## config.mk

```make
export PLATFORM = sky130hd
export DESIGN_NAME = touch_slot_virtual_key_mapper_unit
export DESIGN_NICKNAME = d
export VERILOG_FILES = /design/src/rtl/tsvk_pkg.sv /design/src/rtl/tsvk_front.sv /design/src/rtl/tsvk_fifo.sv /design/src/rtl/tsvk_back.sv /design/src/rtl/touch_slot_virtual_key_mapper_unit.sv
export SDC_FILE = /design/constraint.sdc
export NUM_CORES = 2
export LEC_CHECK = 0
export ABC_AREA = 1
export BUFFER_PORTS_ARGS = -buffer_cell sky130_fd_sc_hd__buf_2
export CAP_MARGIN = 25
export CORE_MARGIN = 5
export CORE_UTILIZATION = 52
export CTS_BUF_LIST = sky130_fd_sc_hd__clkbuf_16
export DETAILED_ROUTE_END_ITERATION = 10
export GPL_TIMING_DRIVEN = 0
export PLACE_DENSITY = 0.72
export SLEW_MARGIN = 30
export SYNTH_ARGS = -nofsm -noshare
export SYNTH_HDL_FRONTEND = slang
export SYNTH_SLANG_ARGS = --single-unit
```

## constraint.sdc

```tcl
create_clock -name aclk -period 5.3 [get_ports aclk]
set_clock_uncertainty 0.05 [all_clocks]
set_input_delay 0.795 -clock aclk [delete_from_list [all_inputs] [get_ports aclk]]
set_output_delay 0.795 -clock aclk [all_outputs]
set_load 0.02 [all_outputs]
```

## src/rtl/tsvk_pkg.sv

```systemverilog
// Shared types, constants and helpers for the touch-slot virtual key mapper.
// No dependencies; every other file in rtl imports this package.
package tsvk_pkg;

    // Sizing
    localparam int NUM_SLOTS   = 16;
    localparam int SLOT_W      = (NUM_SLOTS > 1) ? $clog2(NUM_SLOTS) : 1;
    localparam int NUM_KEYS    = 4;
    localparam int KEY_IDX_W   = $clog2(NUM_KEYS);
    localparam int KEY_W       = 48;
    localparam int COORD_W     = 16;
    localparam int CODE_W      = 16;
    localparam int QUEUE_DEPTH = 4;
    localparam int QPTR_W      = $clog2(QUEUE_DEPTH);
    localparam int QCNT_W      = $clog2(QUEUE_DEPTH + 1);

    // Input event fields
    localparam int EV_TYPE_W  = 5;
    localparam int EV_CODE_W  = 10;
    localparam int EV_VALUE_W = 32;

    localparam logic [EV_TYPE_W-1:0] TYPE_SYNC = 5'd0;
    localparam logic [EV_TYPE_W-1:0] TYPE_KEY  = 5'd1;
    localparam logic [EV_TYPE_W-1:0] TYPE_ABS  = 5'd3;

    localparam logic [EV_CODE_W-1:0] CODE_ABS_X     = 10'h000;
    localparam logic [EV_CODE_W-1:0] CODE_ABS_Y     = 10'h001;
    localparam logic [EV_CODE_W-1:0] CODE_MT_SLOT   = 10'h02f;
    localparam logic [EV_CODE_W-1:0] CODE_MT_X      = 10'h035;
    localparam logic [EV_CODE_W-1:0] CODE_MT_Y      = 10'h036;
    localparam logic [EV_CODE_W-1:0] CODE_MT_TRACK  = 10'h039;
    localparam logic [EV_CODE_W-1:0] CODE_BTN_TOUCH = 10'h14a;

    // Operations passed from the front end to the back end
    localparam int OP_W = 3;
    localparam logic [OP_W-1:0] OP_SET_X       = 3'd0;
    localparam logic [OP_W-1:0] OP_SET_Y       = 3'd1;
    localparam logic [OP_W-1:0] OP_ACTIVATE    = 3'd2;
    localparam logic [OP_W-1:0] OP_RELEASE     = 3'd3;
    localparam logic [OP_W-1:0] OP_RELEASE_ALL = 3'd4;
    localparam logic [OP_W-1:0] OP_SYNC        = 3'd5;

    typedef logic [NUM_KEYS-1:0][KEY_W-1:0] key_array_t;

    typedef struct packed {
        logic [OP_W-1:0]    op;
        logic [SLOT_W-1:0]  slot;
        logic [COORD_W-1:0] coord;
    } queue_entry_t;

    // Returns the key code whose entry matches (x, y), or zero. Entries with any
    // zero field are disabled; the highest-numbered matching entry wins.
    function automatic logic [CODE_W-1:0] find_key(
        input key_array_t        keys,
        input logic [COORD_W-1:0] x,
        input logic [COORD_W-1:0] y
    );
        logic [CODE_W-1:0]  found;
        logic [COORD_W-1:0] ex;
        logic [COORD_W-1:0] ey;
        logic [CODE_W-1:0]  ec;
        found = '0;
        for (int k = 0; k < NUM_KEYS; k++) begin
            ex = keys[k][15:0];
            ey = keys[k][31:16];
            ec = keys[k][47:32];
            if ((ex != '0) && (ey != '0) && (ec != '0) && (ex == x) && (ey == y)) begin
                found = ec;
            end
        end
        return found;
    endfunction

endpackage

```

## src/rtl/tsvk_front.sv

```systemverilog
// Front end: accepts input events, tracks the selected slot and turns each
// relevant event into an operation for the queue. Depends on tsvk_pkg.
module tsvk_front
    import tsvk_pkg::*;
(
    input  logic                  aclk,
    input  logic                  aresetn,
    input  logic                  ev_valid,
    input  logic [EV_TYPE_W-1:0]  ev_type,
    input  logic [EV_CODE_W-1:0]  ev_code,
    input  logic [EV_VALUE_W-1:0] ev_value,
    input  logic                  queue_full,
    output logic                  ev_ready,
    output logic                  push,
    output queue_entry_t          push_entry
);

    logic [SLOT_W-1:0] current_slot_reg;
    logic [SLOT_W-1:0] current_slot_next;
    logic              out_of_range_reg;
    logic              out_of_range_next;

    logic accept;
    logic negative;
    logic slot_ok;
    logic op_valid;

    assign ev_ready = !queue_full;
    assign accept   = ev_valid && ev_ready;
    assign negative = ev_value[EV_VALUE_W-1];
    assign slot_ok  = !out_of_range_reg;

    // Classify the event; slot selection is handled here and never queued.
    always_comb begin
        current_slot_next = current_slot_reg;
        out_of_range_next = out_of_range_reg;
        op_valid          = 1'b0;
        push_entry.op     = OP_SET_X;
        push_entry.slot   = current_slot_reg;
        push_entry.coord  = ev_value[COORD_W-1:0];
        case (ev_type)
            TYPE_ABS: begin
                case (ev_code)
                    CODE_MT_SLOT: begin
                        if (!negative && (ev_value < EV_VALUE_W'(NUM_SLOTS))) begin
                            current_slot_next = ev_value[SLOT_W-1:0];
                            out_of_range_next = 1'b0;
                        end else begin
                            out_of_range_next = 1'b1;
                        end
                    end
                    CODE_MT_TRACK: begin
                        op_valid      = slot_ok;
                        push_entry.op = negative ? OP_RELEASE : OP_ACTIVATE;
                    end
                    CODE_MT_X, CODE_ABS_X: begin
                        op_valid      = slot_ok;
                        push_entry.op = OP_SET_X;
                    end
                    CODE_MT_Y, CODE_ABS_Y: begin
                        op_valid      = slot_ok;
                        push_entry.op = OP_SET_Y;
                    end
                    default: begin
                        op_valid = 1'b0;
                    end
                endcase
            end
            TYPE_KEY: begin
                if (ev_code == CODE_BTN_TOUCH) begin
                    op_valid = 1'b1;
                    if (ev_value != '0) begin
                        push_entry.op   = OP_ACTIVATE;
                        push_entry.slot = '0;
                    end else begin
                        push_entry.op = OP_RELEASE_ALL;
                    end
                end
            end
            TYPE_SYNC: begin
                op_valid      = (ev_value == '0);
                push_entry.op = OP_SYNC;
            end
            default: begin
                op_valid = 1'b0;
            end
        endcase
    end

    assign push = accept && op_valid;

    // Slot selection state changes only on an accepted transaction.
    always_ff @(posedge aclk) begin
        if (!aresetn) begin
            current_slot_reg <= '0;
            out_of_range_reg <= 1'b0;
        end else if (accept) begin
            current_slot_reg <= current_slot_next;
            out_of_range_reg <= out_of_range_next;
        end
    end

endmodule

```

## src/rtl/tsvk_fifo.sv

```systemverilog
// Short operation queue between the front end and the back end.
// Depends on tsvk_pkg for the entry type and depth.
module tsvk_fifo
    import tsvk_pkg::*;
(
    input  logic         aclk,
    input  logic         aresetn,
    input  logic         push,
    input  queue_entry_t push_entry,
    input  logic         pop,
    output logic         full,
    output logic         empty,
    output queue_entry_t head
);

    queue_entry_t      mem_reg [QUEUE_DEPTH];
    logic [QPTR_W-1:0] wr_ptr_reg;
    logic [QPTR_W-1:0] rd_ptr_reg;
    logic [QCNT_W-1:0] count_reg;
    logic              do_push;
    logic              do_pop;

    assign full    = (count_reg == QCNT_W'(QUEUE_DEPTH));
    assign empty   = (count_reg == '0);
    assign head    = mem_reg[rd_ptr_reg];
    assign do_push = push && !full;
    assign do_pop  = pop && !empty;

    // Entry storage needs no reset.
    always_ff @(posedge aclk) begin
        if (do_push) begin
            mem_reg[wr_ptr_reg] <= push_entry;
        end
    end

    // Pointers and fill count.
    always_ff @(posedge aclk) begin
        if (!aresetn) begin
            wr_ptr_reg <= '0;
            rd_ptr_reg <= '0;
            count_reg  <= '0;
        end else begin
            if (do_push) begin
                wr_ptr_reg <= wr_ptr_reg + 1'b1;
            end
            if (do_pop) begin
                rd_ptr_reg <= rd_ptr_reg + 1'b1;
            end
            if (do_push && !do_pop) begin
                count_reg <= count_reg + 1'b1;
            end else if (do_pop && !do_push) begin
                count_reg <= count_reg - 1'b1;
            end
        end
    end

endmodule

```

## src/rtl/tsvk_back.sv

```systemverilog
// Back end: holds the per-slot state, carries out queued operations, walks
// the slots for sync and release-all, and drives the result register.
// Depends on tsvk_pkg.
module tsvk_back
    import tsvk_pkg::*;
(
    input  logic              aclk,
    input  logic              aresetn,
    input  key_array_t        keys,
    input  logic              queue_empty,
    input  queue_entry_t      head,
    output logic              pop,
    output logic              out_valid,
    input  logic              out_ready,
    output logic [CODE_W-1:0] out_code,
    output logic              out_pressed,
    output logic              out_last
);

    localparam logic [1:0] ST_IDLE  = 2'd0;
    localparam logic [1:0] ST_WALK  = 2'd1;
    localparam logic [1:0] ST_FLUSH = 2'd2;

    logic [1:0]         state_reg;
    logic [1:0]         state_next;
    logic [SLOT_W-1:0]  idx_reg;
    logic [SLOT_W-1:0]  idx_next;
    logic [SLOT_W-1:0]  end_reg;
    logic [SLOT_W-1:0]  end_next;
    logic               rel_mode_reg;
    logic               rel_mode_next;

    // Per-slot state
    logic [NUM_SLOTS-1:0] active_reg;
    logic [COORD_W-1:0]   x_reg    [NUM_SLOTS];
    logic [COORD_W-1:0]   y_reg    [NUM_SLOTS];
    logic [CODE_W-1:0]    held_reg [NUM_SLOTS];

    // One result held back so that the final one of a walk can carry last
    logic              pend_valid_reg;
    logic              pend_valid_next;
    logic [CODE_W-1:0] pend_code_reg;
    logic [CODE_W-1:0] pend_code_next;
    logic              pend_press_reg;
    logic              pend_press_next;

    logic              out_valid_reg;
    logic              out_valid_next;
    logic [CODE_W-1:0] out_code_reg;
    logic [CODE_W-1:0] out_code_next;
    logic              out_pressed_reg;
    logic              out_pressed_next;
    logic              out_last_reg;
    logic              out_last_next;

    logic              out_free;
    logic [CODE_W-1:0] found;
    logic              hit;
    logic              stall;
    logic              step;
    logic              wr_x;
    logic              wr_y;
    logic              wr_act;

    assign out_free = !out_valid_reg || out_ready;
    assign found    = find_key(keys, x_reg[idx_reg], y_reg[idx_reg]);
    assign hit      = active_reg[idx_reg]
                      && (rel_mode_reg ? (held_reg[idx_reg] != '0) : (found != '0));
    assign stall    = hit && pend_valid_reg && !out_free;
    assign step     = (state_reg == ST_WALK) && !stall;
    assign pop      = (state_reg == ST_IDLE) && !queue_empty;

    assign wr_x   = pop && (head.op == OP_SET_X);
    assign wr_y   = pop && (head.op == OP_SET_Y);
    assign wr_act = pop && (head.op == OP_ACTIVATE);

    // Sequencer and result path.
    always_comb begin
        state_next       = state_reg;
        idx_next         = idx_reg;
        end_next         = end_reg;
        rel_mode_next    = rel_mode_reg;
        pend_valid_next  = pend_valid_reg;
        pend_code_next   = pend_code_reg;
        pend_press_next  = pend_press_reg;
        out_valid_next   = out_valid_reg && !out_ready;
        out_code_next    = out_code_reg;
        out_pressed_next = out_pressed_reg;
        out_last_next    = out_last_reg;
        case (state_reg)
            ST_IDLE: begin
                if (pop) begin
                    case (head.op)
                        OP_RELEASE: begin
                            state_next    = ST_WALK;
                            idx_next      = head.slot;
                            end_next      = head.slot;
                            rel_mode_next = 1'b1;
                        end
                        OP_RELEASE_ALL: begin
                            state_next    = ST_WALK;
                            idx_next      = '0;
                            end_next      = SLOT_W'(NUM_SLOTS - 1);
                            rel_mode_next = 1'b1;
                        end
                        OP_SYNC: begin
                            state_next    = ST_WALK;
                            idx_next      = '0;
                            end_next      = SLOT_W'(NUM_SLOTS - 1);
                            rel_mode_next = 1'b0;
                        end
                        default: begin
                            state_next = ST_IDLE;
                        end
                    endcase
                end
            end
            ST_WALK: begin
                if (step) begin
                    if (hit) begin
                        // An earlier result is now known not to be the last one.
                        if (pend_valid_reg) begin
                            out_valid_next   = 1'b1;
                            out_code_next    = pend_code_reg;
                            out_pressed_next = pend_press_reg;
                            out_last_next    = 1'b0;
                        end
                        pend_valid_next = 1'b1;
                        pend_code_next  = rel_mode_reg ? held_reg[idx_reg] : found;
                        pend_press_next = !rel_mode_reg;
                    end
                    if (idx_reg == end_reg) begin
                        state_next = ST_FLUSH;
                    end else begin
                        idx_next = idx_reg + 1'b1;
                    end
                end
            end
            ST_FLUSH: begin
                if (!pend_valid_reg) begin
                    state_next = ST_IDLE;
                end else if (out_free) begin
                    out_valid_next   = 1'b1;
                    out_code_next    = pend_code_reg;
                    out_pressed_next = pend_press_reg;
                    out_last_next    = 1'b1;
                    pend_valid_next  = 1'b0;
                    state_next       = ST_IDLE;
                end
            end
            default: begin
                state_next = ST_IDLE;
            end
        endcase
    end

    // Control registers.
    always_ff @(posedge aclk) begin
        if (!aresetn) begin
            state_reg      <= ST_IDLE;
            pend_valid_reg <= 1'b0;
            out_valid_reg  <= 1'b0;
        end else begin
            state_reg      <= state_next;
            pend_valid_reg <= pend_valid_next;
            out_valid_reg  <= out_valid_next;
        end
    end

    // Walk bounds and result payload.
    always_ff @(posedge aclk) begin
        idx_reg         <= idx_next;
        end_reg         <= end_next;
        rel_mode_reg    <= rel_mode_next;
        pend_code_reg   <= pend_code_next;
        pend_press_reg  <= pend_press_next;
        out_code_reg    <= out_code_next;
        out_pressed_reg <= out_pressed_next;
        out_last_reg    <= out_last_next;
    end

    // Slot state: single-slot operations from the queue, walk updates per step.
    always_ff @(posedge aclk) begin
        if (!aresetn) begin
            active_reg <= '0;
            for (int i = 0; i < NUM_SLOTS; i++) begin
                x_reg[i]    <= '0;
                y_reg[i]    <= '0;
                held_reg[i] <= '0;
            end
        end else begin
            if (wr_x) begin
                x_reg[head.slot] <= head.coord;
            end
            if (wr_y) begin
                y_reg[head.slot] <= head.coord;
            end
            if (wr_act) begin
                active_reg[head.slot] <= 1'b1;
            end
            if (step && active_reg[idx_reg]) begin
                if (rel_mode_reg) begin
                    active_reg[idx_reg] <= 1'b0;
                    held_reg[idx_reg]   <= '0;
                end else if (found != '0) begin
                    held_reg[idx_reg] <= found;
                end
            end
        end
    end

    assign out_valid   = out_valid_reg;
    assign out_code    = out_code_reg;
    assign out_pressed = out_pressed_reg;
    assign out_last    = out_last_reg;

endmodule

```

## src/rtl/touch_slot_virtual_key_mapper_unit.sv

```systemverilog
// Touch-slot virtual key mapper, top level: configuration registers, front end,
// operation queue and back end. Depends on tsvk_pkg, tsvk_front, tsvk_fifo, tsvk_back.
//
// Multi-touch events enter on the s_ stream and key reports leave on the m_ stream.
// The front end takes one transaction per cycle while the four-entry operation
// queue has room; slot selection and unknown events never reach the queue. The
// back end carries out a position or activation event as it takes it from the
// queue. A tracking-id release takes the operation, visits the slot and issues
// any report; a sync report or touch-button release takes the operation, visits
// one slot per cycle unless stalled and then issues any final report with tlast
// set. A stalled m_ side holds the walk at the next matching slot once both the
// held-back report and the output register are occupied. Key entries are
// written through cfg_we/cfg_addr/cfg_wdata and should only change while no event
// is in flight.
module touch_slot_virtual_key_mapper_unit
    import tsvk_pkg::*;
(
    input  logic                 aclk,
    input  logic                 aresetn,
    // Configuration write port
    input  logic                 cfg_we,
    input  logic [KEY_IDX_W-1:0] cfg_addr,
    input  logic [KEY_W-1:0]     cfg_wdata,
    // Input events
    input  logic                 s_tvalid,
    output logic                 s_tready,
    input  logic [47:0]          s_tdata,   // ev_type[4:0], ev_code[14:5], ev_value[46:15]
    // Key reports
    output logic                 m_tvalid,
    input  logic                 m_tready,
    output logic [15:0]          m_tdata,   // vkey[15:0]
    output logic                 m_tuser,   // key_pressed[0]
    output logic                 m_tlast
);

    key_array_t   key_reg;
    logic         push;
    logic         pop;
    logic         queue_full;
    logic         queue_empty;
    queue_entry_t push_entry;
    queue_entry_t head;

    // Virtual key entries.
    always_ff @(posedge aclk) begin
        if (!aresetn) begin
            key_reg <= '0;
        end else if (cfg_we) begin
            key_reg[cfg_addr] <= cfg_wdata;
        end
    end

    tsvk_front u_front (
        .aclk       (aclk),
        .aresetn    (aresetn),
        .ev_valid   (s_tvalid),
        .ev_type    (s_tdata[4:0]),
        .ev_code    (s_tdata[14:5]),
        .ev_value   (s_tdata[46:15]),
        .queue_full (queue_full),
        .ev_ready   (s_tready),
        .push       (push),
        .push_entry (push_entry)
    );

    tsvk_fifo u_fifo (
        .aclk       (aclk),
        .aresetn    (aresetn),
        .push       (push),
        .push_entry (push_entry),
        .pop        (pop),
        .full       (queue_full),
        .empty      (queue_empty),
        .head       (head)
    );

    tsvk_back u_back (
        .aclk        (aclk),
        .aresetn     (aresetn),
        .keys        (key_reg),
        .queue_empty (queue_empty),
        .head        (head),
        .pop         (pop),
        .out_valid   (m_tvalid),
        .out_ready   (m_tready),
        .out_code    (m_tdata),
        .out_pressed (m_tuser),
        .out_last    (m_tlast)
    );

endmodule

```

==> results.tsv <==
metric	value	unit
status	complete, but fails checks	
violations	setup timing	
max_stage_delay	790	ps
vias_per_cell	6.145	
clockBufferDepth	3	
io_buffers	121	
hold_start	s_tdata[25]	
cp-start-kind	flop	
critPathKind	flop to flop	
cts_tree	yes	
fmax	0.1881	GHz
drive_above_1_share	11.49	%
worst_slack	-16.74	ps
setup_viol	22	
die_w	327.3	um
clkPwrFrac	24.1	%
drc	0	
async_flop_share	0	%
end_kind	flop	
slowest_stage	buf_1	
post-place-ws	-1748	ps
track_usage	36.56	%
initial_core_util	52.36	%
worstPathRequired	5670	ps
cpMostUsedCell	buf_4	
fin_crit_sh	100.3	%
finalHoldViolations	0	
area_delta_synth_final	15.82	%
timing.hold.ws	240.5	ps
synth_edf_count	904	
maxSlewHeadroom	26.52	%
synth_ff_type	edfxtp_1	
firstDrtPassIters	9	
vias	45860	
p_leak	24.15	nW
synth_commonest_cells	nor2_1 (1267), nand2_1 (1035), edfxtp_1 (904), o21ai_0 (463), inv_1 (462)	
yosys.area.top_type_share	51.84	%
drt-total-wl	203.8	mm
clock_tree.root_cell	clkbuf_16	
syn_area	0.05237	sq mm
switching_power	15.22	mW
rows	116	
path_clk_slew	60	ps
powerDensity	550.1	mW/mm^2
h-tree-depth	3	
ys_warn_count	0	
clock_latency	760	ps
max_cap_viol_count	0	
fin_crit	5317	ps
power_frac_seq	31.1	%
grt_pass1_vias	41850	
maxSlewViolCount	0	
cts_sinks	1134	
grt_max_degree	21	
coreArea	0.1000	sq mm
cp.arrival	5690	ps
hold_buffers	0	
synth_top_area_cell	edfxtp_1	
synth.distinct_cells	47	
ys_ff_latch	1134	
drt-initial-drc-count	7406	
tightest_slew	1102	ps
antenna_found_initial	6	
grt_pass1_wl	285.1	mm
synth_cells	5777	
die_h	327.3	um
overflow	0	
crit_fanout	16	
layout.cells.non_filler	7463	
synthTopCellsByArea	edfxtp_1 (52%), nor2_1 (9.1%), dfxtp_1 (8.8%)	
min_path_type	input port to flop	
cp_top_family	buffers and inverters	
hpwlAfterDp	142.9	mm
dp_cells	7202	
peakVddDrop	0.0003657	V
ys_seq_area_share	60.63	%
path_cells	buf_8, buf_4, buf_4, clkbuf_1, buf_1, nor2_1, o221ai_1, nand3_1, nand2_1, nor4_1, nand4_1, nand2_1, o2111ai_1, inv_2, buf_4, buf_12, nand2_4, buf_6, nand2_8	
drtAntennaViolNets	0	
die-area	0.1071	sq mm
final_util	60.65	%
crit_buf_inv	9	
cts_buffers	119	
synth.avg_cell_area	9.064	sq um
boundaryPins	123	
nets	6176	
syn-num-nets	5893	
swShare	45.62	%
combPwrFrac	44.8	%
wire_per_inst	27.31	um
yosysMostFrequentCell	nor2_1	
fillCellCount	8448	
place_congestion	1.010	
cellInternalPower	18.14	mW
[metal layers]
layer	share of wire, %	vias to the layer above	track usage, %
met3	16	686	12.79
met2	42	3644	53.34
met1	36	21530	48.62
met4	6.5	4	18.54
met5	0.057	-	0.6793
li1	-	19990	-
[cells by family after synthesis]
group | share of synthesized area, %
DFF | 60.63
AOI/OAI and AO/OA | 9.495
adders and majority gates | 0.3249
and+or+nand+nor | 22.39
xor gates and xnor gates | 0.3512
buffers and inverters | 6.810
[layout make-up]
type	count	area [sq um]	area share, %
Sequential cell	1134	31760	52.36
Multi-Input combinational cell	3795	18380	30.30
Clock buffer	119	2978	4.910
Buffer	378	2340	3.858
Inverter	470	1764	2.909
Tap cell	1298	1624	2.678
Timing Repair Buffer	162	1100	1.813
Clock inverter	103	703.2	1.159
Antenna cell	4	10.01	0.01650
[worst reg2reg max path, delay by kind of cell, from the launching register on]
family	cells	cell delay, ps
compound gates	2	810
buf+inv	9	2430
flops	1	390
simple gates	8	1340
[final timing paths]
path,endpoint,slack [ps],cells after the start
setup / recovery,u_back.held_reg[4][6]$_SDFFCE_PN0P_,-20,19
hold / removal,u_fifo.mem_reg[0][10]$_DFFE_PP_,240,1
setup reg to reg,u_back.held_reg[4][6]$_SDFFCE_PN0P_,-20,19
hold reg to reg,u_back.out_code[9]$_DFFE_PP_,370,0
[through the flow]
| stage | area, sq um | power (mW) | TNS (ps) |
|---|---|---|---|
| floorplan | 52370 | 17.31 | 0 |
| detailed placement | 54810 | 23.13 | -728270 |
| global route | 60640 | 34.05 | -13240 |
| global placement | 54590 | 23.00 | -901100 |
| finish | 60650 | 33.36 | -162.9 |
| CTS | 59600 | 31.66 | -94.29 |
[cell usage in the layout (no fill, tap or decap), types with 18 or more instances in the layout]
master        n
nand3_1     346
nand3_2      46
clkbuf_1    198
o211ai_1     58
a21oi_1     251
o21ai_0     451
clkbuf_16   121
buf_6        45
edfxtp_1    904
nand2_4      51
nor2_1     1254
o22ai_1      20
nand2_1     957
o221ai_1     48
buf_2       146
nand3_4      33
clkinv_2     28
clkbuf_2     34
nand2_2      30
inv_1       489
nor4_1       48
buf_12       18
dfxtp_1     228
clkinv_1     36
nand4_1      45
buf_4        66
[power by group through the flow]
stage | Sequential (mW) | Clock (mW) | Combinational [mW]
floorplan | 10.5 | 0 | 6.77
global placement | 10.5 | 0 | 12.5
detailed placement | 10.5 | 0 | 12.6
CTS | 10.4 | 7.99 | 13.3
global route | 10.4 | 8.37 | 15.3
finish | 10.4 | 8.04 | 14.9
[repair_timing]
item                                    in CTS  in global routing
pin swaps                                   12                 36
gates resized for setup                    301                187
endpoints found under the setup margin     575                550
cloned                                       1                  3
buffers inserted                            10                 20
Note: power is estimated with default switching activity, not from simulation.
